`src/hdl/assert_macros.svh`:
```
// Assertion macros shared by the tokenizer RTL.
`ifndef ASSERT_MACROS_SVH
`define ASSERT_MACROS_SVH

// Same-cycle implication, checked on every rising clk edge outside reset.
`define STOK_ASSERT_IMPL(lbl, pre, post, msg) \
    lbl: assert property (@(posedge clk) disable iff (!rst_n) (pre) |-> (post)) \
        else $error(msg);

// Next-cycle implication, checked on every rising clk edge outside reset.
`define STOK_ASSERT_NEXT(lbl, pre, post, msg) \
    lbl: assert property (@(posedge clk) disable iff (!rst_n) (pre) |=> (post)) \
        else $error(msg);

`endif

```
`src/hdl/stok_pkg.sv`:
```
// Shared types, codes and byte classification for the selector tokenizer.
package stok_pkg;

    localparam int MAX_TOKEN_LENGTH = 4095;
    localparam int QUEUE_DEPTH      = 4;
    localparam int LEN_W            = 12;

    localparam logic [LEN_W-1:0] LEN_CAP =
        (MAX_TOKEN_LENGTH > 4095) ? 12'd4095 : LEN_W'(MAX_TOKEN_LENGTH);

    localparam logic [7:0] CH_NUL    = 8'h00;
    localparam logic [7:0] CH_TAB    = 8'h09;
    localparam logic [7:0] CH_LF     = 8'h0A;
    localparam logic [7:0] CH_CR     = 8'h0D;
    localparam logic [7:0] CH_SPACE  = 8'h20;
    localparam logic [7:0] CH_DQUOTE = 8'h22;
    localparam logic [7:0] CH_SQUOTE = 8'h27;
    localparam logic [7:0] CH_STAR   = 8'h2A;
    localparam logic [7:0] CH_PLUS   = 8'h2B;
    localparam logic [7:0] CH_COLON  = 8'h3A;
    localparam logic [7:0] CH_EQUAL  = 8'h3D;
    localparam logic [7:0] CH_GT     = 8'h3E;
    localparam logic [7:0] CH_LBRACK = 8'h5B;
    localparam logic [7:0] CH_BSLASH = 8'h5C;
    localparam logic [7:0] CH_RBRACK = 8'h5D;

    typedef enum logic [1:0] {
        KIND_CONTENT = 2'd0,
        KIND_END     = 2'd1,
        KIND_EOT     = 2'd2,
        KIND_ERROR   = 2'd3
    } kind_t;

    typedef enum logic [1:0] {
        TT_NONE   = 2'd0,
        TT_SINGLE = 2'd1,
        TT_IDENT  = 2'd2,
        TT_STRING = 2'd3
    } ttype_t;

    typedef enum logic {
        ERR_NONE         = 1'b0,
        ERR_UNTERMINATED = 1'b1
    } err_t;

    typedef struct packed {
        kind_t             kind;
        ttype_t            token_type;
        logic [7:0]        char_value;
        logic [LEN_W-1:0]  token_length;
        err_t              error_code;
    } rec_t;

    typedef struct packed {
        logic [1:0]  count;
        rec_t [2:0]  recs;
    } bundle_t;

    typedef struct packed {
        logic full;
        logic empty;
    } q_status_t;

    function automatic logic is_space(input logic [7:0] c);
        return (c == CH_SPACE) || (c == CH_TAB) || (c == CH_LF) || (c == CH_CR);
    endfunction

    function automatic logic is_quote(input logic [7:0] c);
        return (c == CH_DQUOTE) || (c == CH_SQUOTE);
    endfunction

    function automatic logic is_single(input logic [7:0] c);
        return (c == CH_STAR) || (c == CH_PLUS) || (c == CH_COLON) ||
               (c == CH_EQUAL) || (c == CH_GT) || (c == CH_LBRACK) ||
               (c == CH_BSLASH) || (c == CH_RBRACK);
    endfunction

    function automatic logic [LEN_W-1:0] bump(input logic [LEN_W-1:0] v);
        return (v < LEN_CAP) ? v + LEN_W'(1) : v;
    endfunction

    function automatic rec_t make_rec(input kind_t k, input ttype_t t,
                                      input logic [7:0] ch,
                                      input logic [LEN_W-1:0] len,
                                      input err_t e);
        rec_t r;
        r.kind         = k;
        r.token_type   = t;
        r.char_value   = ch;
        r.token_length = len;
        r.error_code   = e;
        return r;
    endfunction

endpackage

```
`src/hdl/stok_front.sv`:
```
// Front end: accepts bytes, runs the lexer state and packs each byte's results.
module stok_front (
    input  logic                clk,
    input  logic                rst_n,
    input  logic [7:0]          char_byte,
    input  logic                byte_valid,
    output logic                byte_stall,
    input  stok_pkg::q_status_t q_status,
    output logic                push,
    output stok_pkg::bundle_t   push_data
);

    typedef enum logic [1:0] {
        MODE_IDLE   = 2'd0,
        MODE_IDENT  = 2'd1,
        MODE_STRING = 2'd2,
        MODE_ESCAPE = 2'd3
    } mode_t;

    mode_t                        mode_reg, mode_next;
    logic                         quote_single_reg, quote_single_next;
    logic [stok_pkg::LEN_W-1:0]   count_reg, count_next;
    logic                         accept;

    assign byte_stall = q_status.full;
    assign accept     = byte_valid && !q_status.full;

    always_comb
    begin
        logic [1:0]                 n;
        logic                       do_idle;
        logic [7:0]                 closer;
        logic [7:0]                 c;
        stok_pkg::bundle_t          b;

        c                 = char_byte;
        n                 = 2'd0;
        do_idle           = 1'b0;
        b                 = '0;
        mode_next         = mode_reg;
        quote_single_next = quote_single_reg;
        count_next        = count_reg;
        closer            = quote_single_reg ? stok_pkg::CH_SQUOTE : stok_pkg::CH_DQUOTE;

        unique case (mode_reg)
            MODE_IDENT:
            begin
                if ((c == stok_pkg::CH_NUL) || stok_pkg::is_space(c) ||
                    stok_pkg::is_quote(c) || stok_pkg::is_single(c))
                begin
                    b.recs[n] = stok_pkg::make_rec(stok_pkg::KIND_END, stok_pkg::TT_IDENT,
                                                   8'h00, count_next, stok_pkg::ERR_NONE);
                    n          = n + 2'd1;
                    count_next = '0;
                    do_idle    = 1'b1;
                end
                else
                begin
                    count_next = stok_pkg::bump(count_next);
                    b.recs[n]  = stok_pkg::make_rec(stok_pkg::KIND_CONTENT, stok_pkg::TT_IDENT,
                                                    c, '0, stok_pkg::ERR_NONE);
                    n          = n + 2'd1;
                end
            end
            MODE_STRING:
            begin
                if (c == stok_pkg::CH_NUL)
                begin
                    b.recs[n] = stok_pkg::make_rec(stok_pkg::KIND_ERROR, stok_pkg::TT_STRING,
                                                   8'h00, '0, stok_pkg::ERR_UNTERMINATED);
                    n                 = n + 2'd1;
                    mode_next         = MODE_IDLE;
                    count_next        = '0;
                    quote_single_next = 1'b0;
                end
                else if (c == closer)
                begin
                    b.recs[n] = stok_pkg::make_rec(stok_pkg::KIND_END, stok_pkg::TT_STRING,
                                                   8'h00, count_next, stok_pkg::ERR_NONE);
                    n                 = n + 2'd1;
                    mode_next         = MODE_IDLE;
                    count_next        = '0;
                    quote_single_next = 1'b0;
                end
                else if (c == stok_pkg::CH_BSLASH)
                begin
                    mode_next = MODE_ESCAPE;
                end
                else
                begin
                    count_next = stok_pkg::bump(count_next);
                    b.recs[n]  = stok_pkg::make_rec(stok_pkg::KIND_CONTENT, stok_pkg::TT_STRING,
                                                    c, '0, stok_pkg::ERR_NONE);
                    n          = n + 2'd1;
                end
            end
            MODE_ESCAPE:
            begin
                if (c == stok_pkg::CH_NUL)
                begin
                    b.recs[n] = stok_pkg::make_rec(stok_pkg::KIND_ERROR, stok_pkg::TT_STRING,
                                                   8'h00, '0, stok_pkg::ERR_UNTERMINATED);
                    n                 = n + 2'd1;
                    mode_next         = MODE_IDLE;
                    count_next        = '0;
                    quote_single_next = 1'b0;
                end
                else if (stok_pkg::is_quote(c) || (c == stok_pkg::CH_BSLASH))
                begin
                    count_next = stok_pkg::bump(count_next);
                    b.recs[n]  = stok_pkg::make_rec(stok_pkg::KIND_CONTENT, stok_pkg::TT_STRING,
                                                    c, '0, stok_pkg::ERR_NONE);
                    n          = n + 2'd1;
                    mode_next  = MODE_STRING;
                end
                else
                begin
                    count_next = stok_pkg::bump(count_next);
                    b.recs[n]  = stok_pkg::make_rec(stok_pkg::KIND_CONTENT, stok_pkg::TT_STRING,
                                                    stok_pkg::CH_BSLASH, '0, stok_pkg::ERR_NONE);
                    n          = n + 2'd1;
                    count_next = stok_pkg::bump(count_next);
                    b.recs[n]  = stok_pkg::make_rec(stok_pkg::KIND_CONTENT, stok_pkg::TT_STRING,
                                                    c, '0, stok_pkg::ERR_NONE);
                    n          = n + 2'd1;
                    mode_next  = MODE_STRING;
                end
            end
            MODE_IDLE:
            begin
                do_idle = 1'b1;
            end
            default:
            begin
                do_idle = 1'b1;
            end
        endcase

        if (do_idle)
        begin
            if (c == stok_pkg::CH_NUL)
            begin
                b.recs[n] = stok_pkg::make_rec(stok_pkg::KIND_EOT, stok_pkg::TT_NONE,
                                               8'h00, '0, stok_pkg::ERR_NONE);
                n         = n + 2'd1;
                mode_next = MODE_IDLE;
            end
            else if (stok_pkg::is_space(c))
            begin
                mode_next = MODE_IDLE;
            end
            else if (stok_pkg::is_quote(c))
            begin
                mode_next         = MODE_STRING;
                quote_single_next = (c == stok_pkg::CH_SQUOTE);
                count_next        = '0;
            end
            else if (stok_pkg::is_single(c))
            begin
                b.recs[n] = stok_pkg::make_rec(stok_pkg::KIND_CONTENT, stok_pkg::TT_SINGLE,
                                               c, '0, stok_pkg::ERR_NONE);
                n         = n + 2'd1;
                b.recs[n] = stok_pkg::make_rec(stok_pkg::KIND_END, stok_pkg::TT_SINGLE,
                                               8'h00, stok_pkg::LEN_W'(1), stok_pkg::ERR_NONE);
                n         = n + 2'd1;
                mode_next = MODE_IDLE;
            end
            else
            begin
                mode_next  = MODE_IDENT;
                count_next = stok_pkg::bump('0);
                b.recs[n]  = stok_pkg::make_rec(stok_pkg::KIND_CONTENT, stok_pkg::TT_IDENT,
                                                c, '0, stok_pkg::ERR_NONE);
                n          = n + 2'd1;
            end
        end

        b.count   = n;
        push_data = b;
        push      = accept && (n != 2'd0);
    end

    always_ff @(posedge clk or negedge rst_n)
    begin
        if (!rst_n)
        begin
            mode_reg         <= MODE_IDLE;
            quote_single_reg <= 1'b0;
            count_reg        <= '0;
        end
        else if (accept)
        begin
            mode_reg         <= mode_next;
            quote_single_reg <= quote_single_next;
            count_reg        <= count_next;
        end
    end

endmodule

```
`src/hdl/stok_queue.sv`:
```
// Short FIFO of per-byte result bundles between front and back end.
module stok_queue #(
    parameter int DEPTH = stok_pkg::QUEUE_DEPTH
) (
    input  logic                clk,
    input  logic                rst_n,
    input  logic                push,
    input  stok_pkg::bundle_t   push_data,
    input  logic                pop,
    output stok_pkg::bundle_t   pop_data,
    output stok_pkg::q_status_t status
);

    localparam int PTR_W = (DEPTH > 1) ? $clog2(DEPTH) : 1;
    localparam int CNT_W = $clog2(DEPTH + 1);

    stok_pkg::bundle_t    mem_reg [DEPTH];
    logic [PTR_W-1:0]     wr_ptr_reg, rd_ptr_reg;
    logic [CNT_W-1:0]     count_reg;

    assign status.full  = (count_reg == CNT_W'(DEPTH));
    assign status.empty = (count_reg == '0);
    assign pop_data     = mem_reg[rd_ptr_reg];

    always_ff @(posedge clk)
    begin
        if (push)
        begin
            mem_reg[wr_ptr_reg] <= push_data;
        end
    end

    always_ff @(posedge clk or negedge rst_n)
    begin
        if (!rst_n)
        begin
            wr_ptr_reg <= '0;
            rd_ptr_reg <= '0;
            count_reg  <= '0;
        end
        else
        begin
            if (push)
            begin
                wr_ptr_reg <= (wr_ptr_reg == PTR_W'(DEPTH - 1)) ? '0 : wr_ptr_reg + PTR_W'(1);
            end
            if (pop)
            begin
                rd_ptr_reg <= (rd_ptr_reg == PTR_W'(DEPTH - 1)) ? '0 : rd_ptr_reg + PTR_W'(1);
            end
            if (push && !pop)
            begin
                count_reg <= count_reg + CNT_W'(1);
            end
            else if (pop && !push)
            begin
                count_reg <= count_reg - CNT_W'(1);
            end
        end
    end

endmodule

```
`src/hdl/stok_back.sv`:
```
// Back end: unpacks bundles and presents one result per cycle unless result_stall holds it or no bundle is waiting.
`include "assert_macros.svh"

module stok_back (
    input  logic                clk,
    input  logic                rst_n,
    input  stok_pkg::q_status_t q_status,
    input  stok_pkg::bundle_t   pop_data,
    output logic                pop,
    output logic                result_valid,
    input  logic                result_stall,
    output logic [1:0]          kind,
    output logic [1:0]          token_type,
    output logic [7:0]          char_value,
    output logic [11:0]         token_length,
    output logic                error_code,
    output logic                last_of_run
);

    stok_pkg::bundle_t bnd_reg;
    logic              valid_reg;
    logic [1:0]        idx_reg;
    stok_pkg::rec_t    rec;
    logic              last;
    logic              take;

    assign rec          = bnd_reg.recs[idx_reg];
    assign last         = (idx_reg == (bnd_reg.count - 2'd1));
    assign take         = valid_reg && !result_stall;
    assign pop          = !q_status.empty && (!valid_reg || (take && last));

    assign result_valid = valid_reg;
    assign kind         = rec.kind;
    assign token_type   = rec.token_type;
    assign char_value   = rec.char_value;
    assign token_length = rec.token_length;
    assign error_code   = rec.error_code;
    assign last_of_run  = last;

    always_ff @(posedge clk)
    begin
        if (pop)
        begin
            bnd_reg <= pop_data;
        end
    end

    always_ff @(posedge clk or negedge rst_n)
    begin
        if (!rst_n)
        begin
            valid_reg <= 1'b0;
            idx_reg   <= '0;
        end
        else if (pop)
        begin
            valid_reg <= 1'b1;
            idx_reg   <= '0;
        end
        else if (take)
        begin
            if (last)
            begin
                valid_reg <= 1'b0;
            end
            else
            begin
                idx_reg <= idx_reg + 2'd1;
            end
        end
    end

    `STOK_ASSERT_IMPL(a_bundle_nonempty, valid_reg, bnd_reg.count != 2'd0, "empty bundle held")
    `STOK_ASSERT_IMPL(a_idx_in_range, valid_reg, idx_reg < bnd_reg.count, "result index overrun")
    `STOK_ASSERT_NEXT(a_advance, take && !last, valid_reg && (idx_reg == $past(idx_reg) + 2'd1), "result skipped")

endmodule

```
`src/hdl/selector_tokenizer.sv`:
```
// Top level of the selector tokenizer: front end, bundle queue, back end.
//
// Usage: one expression byte per request on char_byte (byte_valid/byte_stall);
// a zero byte ends the text and returns the lexer to idle. Results leave on
// the result channel (result_valid/result_stall), one per request: content
// bytes, token ends with type and saturated length, end of text, or an
// unterminated-string error. last_of_run marks the final result of a byte.
// A byte's results pass through the bundle queue and are registered in the
// back end before they appear. The front end takes one byte per cycle while
// the queue is not full; idle whitespace and opening quotes, and a backslash
// inside a string, give no result and never touch the queue. A byte holds
// the result port until its results are taken; throughput is one result per
// cycle unless result_stall is high, set by the single back-end result port.
// The bundle queue holds QUEUE_DEPTH bytes' results. Reset: lexer idle,
// queue empty, result_valid low. When result_stall is held the queue fills
// and byte_stall rises once it is full; no byte or result is dropped.
module selector_tokenizer #(
    parameter int QUEUE_DEPTH = stok_pkg::QUEUE_DEPTH
) (
    input  logic        clk,
    input  logic        rst_n,
    input  logic [7:0]  char_byte,
    input  logic        byte_valid,
    output logic        byte_stall,
    output logic        result_valid,
    input  logic        result_stall,
    output logic [1:0]  kind,
    output logic [1:0]  token_type,
    output logic [7:0]  char_value,
    output logic [11:0] token_length,
    output logic        error_code,
    output logic        last_of_run
);

    stok_pkg::q_status_t q_status;
    stok_pkg::bundle_t   push_data;
    stok_pkg::bundle_t   pop_data;
    logic                push;
    logic                pop;

    stok_front u_front (
        .clk        (clk),
        .rst_n      (rst_n),
        .char_byte  (char_byte),
        .byte_valid (byte_valid),
        .byte_stall (byte_stall),
        .q_status   (q_status),
        .push       (push),
        .push_data  (push_data)
    );

    stok_queue #(
        .DEPTH (QUEUE_DEPTH)
    ) u_queue (
        .clk       (clk),
        .rst_n     (rst_n),
        .push      (push),
        .push_data (push_data),
        .pop       (pop),
        .pop_data  (pop_data),
        .status    (q_status)
    );

    stok_back u_back (
        .clk          (clk),
        .rst_n        (rst_n),
        .q_status     (q_status),
        .pop_data     (pop_data),
        .pop          (pop),
        .result_valid (result_valid),
        .result_stall (result_stall),
        .kind         (kind),
        .token_type   (token_type),
        .char_value   (char_value),
        .token_length (token_length),
        .error_code   (error_code),
        .last_of_run  (last_of_run)
    );

endmodule
```
`config.mk`:
```
export PLATFORM = sky130hd
export DESIGN_NAME = selector_tokenizer
export DESIGN_NICKNAME = d
export VERILOG_FILES = /design/src/hdl/stok_pkg.sv /design/src/hdl/stok_front.sv /design/src/hdl/stok_queue.sv /design/src/hdl/stok_back.sv /design/src/hdl/selector_tokenizer.sv
export VERILOG_INCLUDE_DIRS = /design/src /design/src/hdl
export SDC_FILE = /design/constraint.sdc
export NUM_CORES = 1
export LEC_CHECK = 0
export ABC_CLOCK_PERIOD_IN_PS = 12100
export BUFFER_PORTS_ARGS = -buffer_cell sky130_fd_sc_hd__buf_2
export CAP_MARGIN = 15
export CELL_PAD_IN_SITES_DETAIL_PLACEMENT = 0
export CELL_PAD_IN_SITES_GLOBAL_PLACEMENT = 1
export CORE_ASPECT_RATIO = 2
export CORE_MARGIN = 8
export CORE_UTILIZATION = 39
export DETAILED_ROUTE_END_ITERATION = 8
export PLACE_DENSITY = 0.66
export SYNTH_ARGS = -nofsm -noshare
export SYNTH_HDL_FRONTEND = slang
export SYNTH_HIERARCHICAL = 1
export SYNTH_SLANG_ARGS = --single-unit
```
`constraint.sdc`:
```
create_clock -name clk -period 12.1 [get_ports clk]
set_input_delay 0.605 -clock clk [delete_from_list [all_inputs] [get_ports clk]]
set_output_delay 0.605 -clock clk [all_outputs]
set_load 0.005 [all_outputs]
```
==> run_results.csv, run 1 <==
group,metric,value,unit
clocking,postCtsHoldBufs,0,
detailed_routing,drtIter0Drc,645,
floorplan,num_rows,110,
cells_and_area,antenna_cells,0,
pwr,total_power,4.462,mW
critical_path,cp-startpoint,"char_byte[6]",
floorplan,fp.dieH,316.9,µm
detailed_routing,vias,9213,
clocking,cts_root_buffer,"clkbuf_16",
synth,yosysWarnings,6,
timing,final_max_slew_viol_count,0,
critical_path,worstPathBufferInverterCount,3,
synth,netlist_instances,1059,
global_route,grt_max_degree,48,
timing,skew,19.59,ps
place,place_congestion,0.9356,
timing,max_freq,213.2,MHz
timing,hold_viol,0,
timing,finalSetupViolCount,0,
clocking,clk_latency,520,ps
synth,ys_types,90,
detailed_routing,routed_via_density,5.520,
cells_and_area,largest_reg_flops,308,
outcome,status,"complete, no violations",
clocking,cts_resized,0,
timing,fin_tns_setup,0,ps
timing,relSlewSlack,17.13,%
detailed_routing,drtPass1Iterations,5,
critical_path,cpMostUsedCell,"nor2_1",
cells_and_area,syn2layout_area_growth,9.701,%
global_route,antenna_found_initial,0,
critical_path,arrival,4830,ps
run,cap_violations,0,
pwr,irDropWorstVdd,0.1153,mV
detailed_routing,wirelength,39400,µm
critical_path,crit_fanout,42,
synth,yosysSeqAreaShare,69.02,%
floorplan,floorplan.initialDensity,39.35,%
timing,min_period,4690,ps
clocking,path_clk_slew,70,ps
pwr,powerDensity,230.4,nW/µm²
critical_path,path_delay_family,"simple AND/OR/NAND/NOR gates",
synth,synth_edf_count,385,
global_route,grt_first_pass_wirelength,60290,µm
critical_path,critical_path_required,12240,ps
synth,avgSynthCellArea,16.67,µm²
critical_path,r2r-start,"u_front/count_reg[0]$_DFFE_PN0P_",
pwr,p_leak,6.417,nW
clocking,cts_buffer_depth,3,
detailed_routing,routedWlPerCell,23.61,µm
clocking,cts_buffers,36,
timing,rsz0062_at_grt,"false",
global_route,overflow,0,
synth,ys_ff_latch,410,
floorplan,coreArea,44870,µm²
synth,syn_area,17660,µm²
floorplan,die_x,166.5,µm
detailed_routing,drc,0,
place,hpwlAfterDp,26540,µm
hold_path,hold_class,"in2async",
cells_and_area,drive_gt1_share,20.20,%
floorplan,ios,40,
critical_path,criticalPathCategory,"in2reg",
timing,fin_crit_sh,38.76,%
synth,synth-async-reset-ratio,6.098,%
critical_path,slowest_stage,"and2_4",
critical_path,worst_setup_path_start_kind,"primary input",
critical_path,cp-end-kind,"flop",
clocking,clock_sinks,410,
cells_and_area,nets,1114,
global_route,grt_use_total,15.07,%
clocking,htreeDepth,2,
critical_path,max_stage_delay,650,ps
critical_path,crit_chain,"buf_2 -> or3_4 -> or4_4 -> nand2_4 -> nor2_4 -> nand2_4 -> inv_4 -> nor2_4 -> ha_1 -> nor2_1 -> nor2_1 -> nor2_1 -> o21ai_0 -> o21a_1 -> and2_4 -> buf_4",
synth,synth_flop_cell,"edfxtp_1",
floorplan,dieArea,52750,µm²
clocking,cts_tree,"yes",
timing,worst_pin_slew,1226,ps
clocking,cts_setup_buffers,0,
global_route,grt_pass1_vias,9729,
place,port_buffers,39,
detailed_routing,ant_nets,0,
cells_and_area,num-fill-cells,3975,
-- synth_stat cells, drive strengths merged (5+ instances only) --
library cell  instances  area (µm²)
o211ai                8       60.06
xnor2                 6       60.06
edfxtp              385       11560
mux2i                27       270.3
nor3b                 6       50.05
nor2b                11       68.82
inv                  15       58.81
and2                 34       212.7
nand2b               10       62.56
ha                   13       162.7
nand3                17       85.08
o31ai                 5       37.54
nor2                 31       131.4
nand2                70       280.3
mux4                 77        1734
a21oi                34       170.2
o21ai                53       265.3
o21a                  6       45.04
nand4                 8       56.30
xor2                  7       61.31
and3                 13       81.33
clkbuf               19       71.32
a31oi                 6       52.55
dfrtp                25       625.6
a211oi                6       60.06
o22ai                 5       31.28
buf                  67       475.5
nor3                 14       75.07
or2                   6       37.54
-- cell type report --
type                    count  area (µm²)  area share, %
flip-flops and latches    410       12200          62.96
well taps                 560       700.7          3.617
repair buffers             54       307.8          1.589
inverters                  15       58.81         0.3036
clock inverters            12       157.7         0.8139
clock buffers              47       963.4          4.974
multi-input cells         571        4986          25.74
-- worst reg2reg max path: cells and delay by family, from the launching register on --
kind,cells,cell delay [ps]
flops,1,730
buf+inv,1,70
compound gates,5,1560
xor+xnor,1,340
fa+ha+maj,2,730
simple gates,3,1010
-- layer usage --
metal,global-route usage (%),vias up,wire [µm]
li1,-,4186,-
met1,15.92,4715,14360
met2,29.47,214,22240
met3,1.442,98,1101
met4,7.238,0,1696
met5,0,-,0
-- final timing paths --
path                                                endpoint  cells after the start  slack, ps
max                         u_queue/mem_reg[0][57]$_DFFE_PP_                     16       7410
min                         u_queue/count_reg[0]$_DFFE_PN0P_                      1        170
max reg2reg                 u_front/count_reg[0]$_DFFE_PN0P_                     12       7590
min reg2reg                 u_queue/count_reg[2]$_DFFE_PN0P_                      1        500
max in group asynchronous  u_queue/rd_ptr_reg[0]$_DFFE_PN0P_                      1      11340
min in group clk            u_queue/count_reg[2]$_DFFE_PN0P_                      1        500
-- per-stage QoR --
stage / std cells / worst slack [ps] / util (%) / cell area, µm² / hold WS, ps
after CTS: 1669 / 7383 / 43.17 / 19370 / 193.1
after floorplan: 1082 / 5709 / - / 17740 / 309.4
after detailed placement: 1610 / 6833 / 40.67 / 18250 / 494.7
final: 1669 / 7410 / 43.17 / 19370 / 169.6
after global routing: 1669 / 7130 / 43.17 / 19370 / 213.0
after global placement: 1610 / 6897 / 40.67 / 18250 / 483.2
-- power breakdown --
part,internal (mW),switching (mW)
clock network,0.644,0.474
registers,1.97,0.178
logic,0.508,0.688
total,3.12,1.34
-- logic make-up (layout without fill, tap and decap cells) --
| group | count (synthesis) | in the layout | synth area share (%) |
|---|---|---|---|
| buffers and inverters | 101 | 128 | 3.430 |
| flip-flops | 410 | 410 | 69.02 |
| adder cells (fa/ha/maj) | 14 | 14 | 1.035 |
| other | 1 | 24 | 0.02124 |
| XOR/XNOR | 13 | 13 | 0.6874 |
| AO/OA/AOI/OAI | 164 | 164 | 6.434 |
| AND/OR/NAND/NOR | 248 | 248 | 7.767 |
| multiplexers | 108 | 108 | 11.61 |
-- cell usage in the layout, fill, tap and decap left out, types with 15 or more instances in the layout --
master,instances
buf_4,15
buf_2,39
nor2_1,29
clkbuf_16,37
mux2i_1,27
edfxtp_1,385
nand2_1,67
dfrtp_1,22
and2_1,30
mux4_2,77
a21oi_1,34
o21ai_0,49
nand3_1,17
conb_1,24
Power figures use the tool's default switching activity.
==> inputs of run 2 (changes only) <==
--- a/config.mk
+++ b/config.mk
@@ -6,7 +6,7 @@
 export SDC_FILE = /design/constraint.sdc
 export NUM_CORES = 1
 export LEC_CHECK = 0
-export ABC_CLOCK_PERIOD_IN_PS = 12100
+export ABC_CLOCK_PERIOD_IN_PS = 4320
 export BUFFER_PORTS_ARGS = -buffer_cell sky130_fd_sc_hd__buf_2
 export CAP_MARGIN = 15
 export CELL_PAD_IN_SITES_DETAIL_PLACEMENT = 0
==> constraint.sdc (replaced) <==
create_clock -name clk -period 4.32 [get_ports clk]
set_input_delay 0.216 -clock clk [delete_from_list [all_inputs] [get_ports clk]]
set_output_delay 0.216 -clock clk [all_outputs]
set_load 0.005 [all_outputs]
==> run 2 against run 1 <==
Clock-buffer cell count decreased by 4. Sequential share of layout area decreased by 1.1 points. Flip-flop and latch count unchanged. Global-route usage decreased by 0.060 points. Critical endpoint is now u_front/count_reg[5]$_DFFE_PN0P_.
==> run_results.csv, run 2 (synthesis results as in run 1) <==
group,metric,value,unit
critical_path,cp-end-kind,"flop",
cells_and_area,mostFrequentLayoutCell,"edfxtp_1",
pwr,total_power,12.68,mW
pwr,irDropWorstVdd,0.3775,mV
cells_and_area,antenna_cells,0,
critical_path,crit_fanout,13,
clocking,cts_root_buffer,"clkbuf_16",
critical_path,arrival,4030,ps
clocking,clock_sinks,410,
detailed_routing,routed_via_density,5.472,
hold_path,hold_class,"in2reg",
cells_and_area,layout_common_cells,"385 x edfxtp_1, 77 x mux4_2, 67 x nand2_1",
global_route,grt_use_total,15.01,%
floorplan,die_x,166.5,µm
critical_path,worstReg2RegEnd,"u_front/count_reg[5]$_DFFE_PN0P_",
floorplan,ios,40,
critical_path,r2r-start,"u_front/count_reg[7]$_DFFE_PN0P_",
detailed_routing,vias,9302,
outcome,status,"complete, no violations",
clocking,cts_resized,0,
global_route,grt_max_degree,56,
place,place_congestion,0.8940,
place,hpwlAfterDp,26240,µm
floorplan,num_rows,110,
cells_and_area,final_area,19720,µm²
critical_path,worst_setup_path_start_kind,"flop",
timing,worst_pin_slew,1054,ps
clocking,cts_tree,"yes",
place,port_buffers,39,
clocking,clk_latency,520,ps
clocking,cts_buffers,35,
floorplan,coreArea,44870,µm²
run,cap_violations,0,
cells_and_area,drive_gt1_share,22.54,%
timing,relSlewSlack,29.21,%
cells_and_area,syn2layout_area_growth,11.68,%
cells_and_area,final_util,43.95,%
cells_and_area,fin_cells,1700,
cells_and_area,nets,1142,
place,place_ws,210.3,ps
cells_and_area,largest_reg_flops,308,
timing,max_freq,279.4,MHz
detailed_routing,drtIter0Drc,580,
detailed_routing,ant_nets,0,
pwr,p_leak,6.596,nW
detailed_routing,drtPass1Iterations,6,
critical_path,cp-startpoint,"u_front/count_reg[7]$_DFFE_PN0P_",
detailed_routing,drc,0,
global_route,overflow,0,
critical_path,reg2reg_slack,740,ps
place,placed_area,18580,µm²
critical_path,cp-endpoint,"u_front/count_reg[5]$_DFFE_PN0P_",
timing,skew,25.77,ps
timing,min_period,3579,ps
global_route,grt_first_pass_wirelength,60000,µm
clocking,cts_setup_buffers,0,
pwr,powerDensity,642.8,nW/µm²
floorplan,dieArea,52750,µm²
critical_path,critical_path_required,4770,ps
timing,final_max_slew_viol_count,0,
cells_and_area,num-fill-cells,3966,
timing,rsz0062_at_grt,"false",
critical_path,r2r_cells,11,
timing,hold_viol,0,
critical_path,criticalPathCategory,"reg2reg",
hold_path,hold_start,"result_stall",
clocking,path_clk_slew,70,ps
floorplan,fp.dieH,316.9,µm
timing,finalSetupViolCount,0,
detailed_routing,routedWlPerCell,23.23,µm
global_route,grt_pass1_vias,9911,
floorplan,floorplan.initialDensity,39.35,%
timing,setup_ws,740.7,ps
global_route,antenna_found_initial,0,
timing,fin_crit_sh,82.86,%
place,dp.cells,1638,
detailed_routing,wirelength,39490,µm
clocking,htreeDepth,2,
clocking,cts_buffer_depth,3,
## run 2: cell count changes in the layout (fill, tap and decap cells not counted), sizes merged, moves of 2 or more
cell	change
inv	+4
clkinv	+2
clkbuf	-4
buf	+28
## run 2: worst max-delay path, cell delays in order (launching register included)
cell and delay (ps):
dfrtp_1 630, nand4_2 290, nor2_1 240, nand2_1 230, xor2_1 290, ha_1 260, inv_1 60, a211oi_2 390
a41oi_2 400, and3_1 300, nor3_1 240, o32a_1 180
## run 2: cell type report
class                   instances  area (µm²)  share of cell area, %
well taps                     560       700.7                  3.553
inverters                      15       58.81                 0.2982
clock inverters                18       192.7                 0.9772
clock buffers                  43       937.1                  4.753
repair buffers                 83       653.1                  3.312
multi-input cells             571        4981                  25.26
flip-flops and latches        410       12200                  61.85
## run 2: through the flow
step / hold WS (ps) / setup TNS, ps
floorplan: -79.59 / -98.88
global placement: 330.4 / 0
detailed placement: 337.3 / 0
CTS: 97.05 / 0
global route: 116.7 / 0
finish: 120.4 / 0
## run 2: routing by layer
layer / part of all wire [%] / wire (µm) / up-vias / GRT usage, %
li1: - / - / 4250 / -
met1: 36 / 14340 / 4725 / 15.60
met2: 56 / 21920 / 224 / 29.00
met3: 2.7 / 1076 / 103 / 1.591
met4: 5.5 / 2155 / 0 / 8.369
met5: 0 / 0 / - / 0
## run 2: report_power, final
group          total [mW]  switching, mW  internal (mW)
clock                3.13           1.38           1.74
combinational        3.60           2.03           1.57
sequential           5.95          0.440           5.51
## run 2: what timing repair did
action,in CTS,in global routing
hold endpoints to repair,25,0
endpoints found under the setup margin,0,0
hold buffers,1,0
## run 2: worst min path at each step
stage,slack [ps],cells past startpoint,endpoint
6_report,120,3,u_back/idx_reg[1]$_DFFE_PN0P_
2_1_floorplan,-80,0,u_back/idx_reg[0]$_DFFE_PN0P_
3_3_place_gp,330,1,u_queue/count_reg[2]$_DFFE_PN0P_
5_1_grt,120,3,u_back/idx_reg[1]$_DFFE_PN0P_
3_5_place_dp,340,1,u_queue/count_reg[0]$_DFFE_PN0P_
4_1_cts,100,3,u_back/idx_reg[1]$_DFFE_PN0P_
==> inputs of run 3 (changes only) <==
--- a/config.mk
+++ b/config.mk
@@ -6,7 +6,8 @@
 export SDC_FILE = /design/constraint.sdc
 export NUM_CORES = 1
 export LEC_CHECK = 0
-export ABC_CLOCK_PERIOD_IN_PS = 4320
+export ABC_AREA = 1
+export ABC_CLOCK_PERIOD_IN_PS = 3600
 export BUFFER_PORTS_ARGS = -buffer_cell sky130_fd_sc_hd__buf_2
 export CAP_MARGIN = 15
 export CELL_PAD_IN_SITES_DETAIL_PLACEMENT = 0
@@ -15,7 +16,7 @@
 export CORE_MARGIN = 8
 export CORE_UTILIZATION = 39
 export DETAILED_ROUTE_END_ITERATION = 8
-export PLACE_DENSITY = 0.66
+export PLACE_DENSITY = 0.69
 export SYNTH_ARGS = -nofsm -noshare
 export SYNTH_HDL_FRONTEND = slang
 export SYNTH_HIERARCHICAL = 1
==> constraint.sdc (replaced) <==
create_clock -name clk -period 3.6 [get_ports clk]
set_input_delay 0.18 -clock clk [delete_from_list [all_inputs] [get_ports clk]]
set_output_delay 0.18 -clock clk [all_outputs]
set_load 0.005 [all_outputs]
==> run 3 against run 2 <==
Worst hold slack worse by 70 ps. Synthesized cell count up 66%. Clock skew down 6.7 ps. Cell count up 46%.
==> run_results.csv, run 3 <==
group,metric,value,unit
pwr,p_leak,8.742,nW
synth,ys_ff_latch,410,
timing,fin_tns_setup,0,ps
synth,yosysWarnings,6,
cells_and_area,layout_common_cells,"416 x nand2_1, 385 x edfxtp_1, 233 x inv_1",
synth,synth_commonest_cells,"417 x nand2_1, 385 x edfxtp_1, 237 x inv_1",
timing,max_freq,302.2,MHz
synth,ys_types,51,
pwr,irDropWorstVdd,0.9162,mV
critical_path,crit_fanout,16,
synth,synth.most_common_cell,"nand2_1",
synth,avgSynthCellArea,11.09,µm²
clocking,cts_buffer_depth,3,
synth,synth_area_leaders,"edfxtp_1 59%, nand2_1 8.0%, o211ai_2 6.4%",
cells_and_area,mostFrequentLayoutCell,"nand2_1",
global_route,antenna_found_initial,0,
timing,relSlewSlack,37.13,%
outcome,status,"complete, no violations",
synth,synth-async-reset-ratio,6.098,%
global_route,grt_max_degree,108,
critical_path,reg2reg_slack,290,ps
synth,yosysTopAreaCell,"edfxtp_1",
synth,netlist_instances,1755,
synth,yosysSeqAreaShare,62.59,%
run,cap_violations,0,
synth,synth_edf_count,385,
critical_path,criticalPathCategory,"reg2reg",
synth,syn_area,19470,µm²
critical_path,cp-end-kind,"flop",
cells_and_area,largest_reg_flops,308,
critical_path,r2r_cells,15,
clocking,postCtsHoldBufs,1,
detailed_routing,drtIter0Drc,845,
floorplan,coreArea,49640,µm²
global_route,grt_use_total,15.82,%
timing,worst_pin_slew,943.0,ps
place,port_buffers,39,
synth,synth.top_cell.area_share,59.38,%
detailed_routing,routed_via_density,4.926,
pwr,powerDensity,884.3,nW/µm²
clocking,cts_resized,0,
pwr,total_power,19.26,mW
floorplan,floorplan.initialDensity,39.22,%
cells_and_area,nets,1833,
timing,hold_viol,0,
timing,final_max_slew_viol_count,0,
timing,skew,19.07,ps
clocking,cts_buffers,40,
critical_path,worstReg2RegEnd,"u_queue/mem_reg[0][17]$_DFFE_PP_",
detailed_routing,drtPass1Iterations,6,
clocking,path_clk_slew,60,ps
detailed_routing,routedWlPerCell,18.45,µm
critical_path,r2r-start,"u_front/mode_reg[1]$_DFFE_PN0P_",
timing,finalSetupViolCount,0,
clocking,clk_latency,550,ps
floorplan,dieArea,57760,µm²
cells_and_area,antenna_cells,0,
place,hpwlAfterDp,30180,µm
critical_path,worst_setup_path_start_kind,"flop",
global_route,grt_pass1_vias,11879,
detailed_routing,wirelength,45820,µm
cells_and_area,drive_gt1_share,17.72,%
clocking,cts_tree,"yes",
critical_path,cp-endpoint,"u_queue/mem_reg[0][17]$_DFFE_PP_",
clocking,clock_sinks,410,
detailed_routing,ant_nets,0,
timing,min_period,3309,ps
synth,synth_flop_cell,"edfxtp_1",
detailed_routing,drc,0,
critical_path,arrival,3530,ps
clocking,cts_root_buffer,"clkbuf_16",
place,place_congestion,0.8699,
critical_path,critical_path_required,3820,ps
floorplan,fp.dieH,332.0,µm
timing,rsz0062_at_grt,"false",
floorplan,num_rows,116,
critical_path,cp-startpoint,"u_front/mode_reg[1]$_DFFE_PN0P_",
cells_and_area,syn2layout_area_growth,11.88,%
clocking,cts_setup_buffers,0,
timing,fin_crit_sh,91.92,%
hold_path,hold_class,"in2reg",
detailed_routing,vias,12232,
floorplan,die_x,174.0,µm
floorplan,ios,40,
clocking,htreeDepth,2,
global_route,grt_first_pass_wirelength,71440,µm
cells_and_area,num-fill-cells,4709,
global_route,overflow,0,
run 3: cell count changes after synthesis, sizes merged, moves of 35 or more:
cell / previous run / this run
nand2: 70 / 434
inv: 15 / 254
o211ai: 8 / 160
nor2: 31 / 116
mux4: 77 / 0
nand3: 17 / 75
o21ai: 53 / 88
run 3: per-stage QoR:
step	hold slack (ps)	setup slack, ps	util (%)	instance area, µm²	cells
final	50.10	291.0	43.88	21780	2483
after global routing	66.71	25.74	43.88	21780	2483
after CTS	45.24	287.3	43.88	21780	2483
after detailed placement	290.5	27.63	41.16	20430	2413
after global placement	278.6	87.40	41.16	20430	2413
after floorplan	-115.6	14.26	-	19620	1778
run 3: layout make-up:
type	count	area (µm²)	area share (%)
sequential	410	12190	55.97
multi-input combinational	1011	5748	26.39
clock buffer	49	1096	5.032
inverter	254	985.9	4.526
tap	649	812.0	3.728
timing repair buffer	90	705.7	3.240
clock inverter	20	244.0	1.120
run 3: how the worst min path moves through the flow:
stage,startpoint,endpoint,slack (ps),depth (start not counted)
final,result_stall,u_back/result_valid$_DFFE_PN0P_,50,4
after global routing,result_stall,u_back/result_valid$_DFFE_PN0P_,70,4
after CTS,result_stall,u_back/result_valid$_DFFE_PN0P_,50,4
after detailed placement,rst_n,u_front/count_reg[2]$_DFFE_PN0P_,290,1
after global placement,rst_n,u_front/count_reg[2]$_DFFE_PN0P_,280,1
after floorplan,rst_n,u_back/idx_reg[0]$_DFFE_PN0P_,-120,0
run 3: report_power, final:
| group | internal, mW | switching, mW |
|---|---|---|
| clock network | 2.47 | 1.79 |
| registers | 7.17 | 0.558 |
| logic | 2.21 | 5.07 |
| total | 11.8 | 7.42 |
run 3: logic make-up after synthesis:
logic type      Yosys count  share of synthesized area (%)
other cells               1                        0.01926
simple gates            675                          15.15
xor+xnor                  9                         0.4048
buf+inv                 357                          8.534
flops                   410                          62.59
fa+ha+maj                14                         0.9383
compound gates          289                          12.36
run 3: routing by layer:
metal / wire [µm] / GRT usage, % / part of all wire, %
met5: 0 / 0 / 0
met4: 1286 / 5.114 / 2.8
met3: 1903 / 2.037 / 4.2
met2: 22010 / 26.25 / 48
met1: 20620 / 21.15 / 45
run 3: worst max-delay path: stages (launching register included):
cell and delay (ps):
dfrtp_1 440, nand2_1 220, nor2_4 180, nand2_4 130, nand2_4 120, inv_1 60
ha_1 300, nor3_1 200, o21ai_1 80, nand2_1 100, nor2_1 60, nor2_2 280
buf_4 180, nand2_1 80, clkinvlp_4 230, buf_4 310
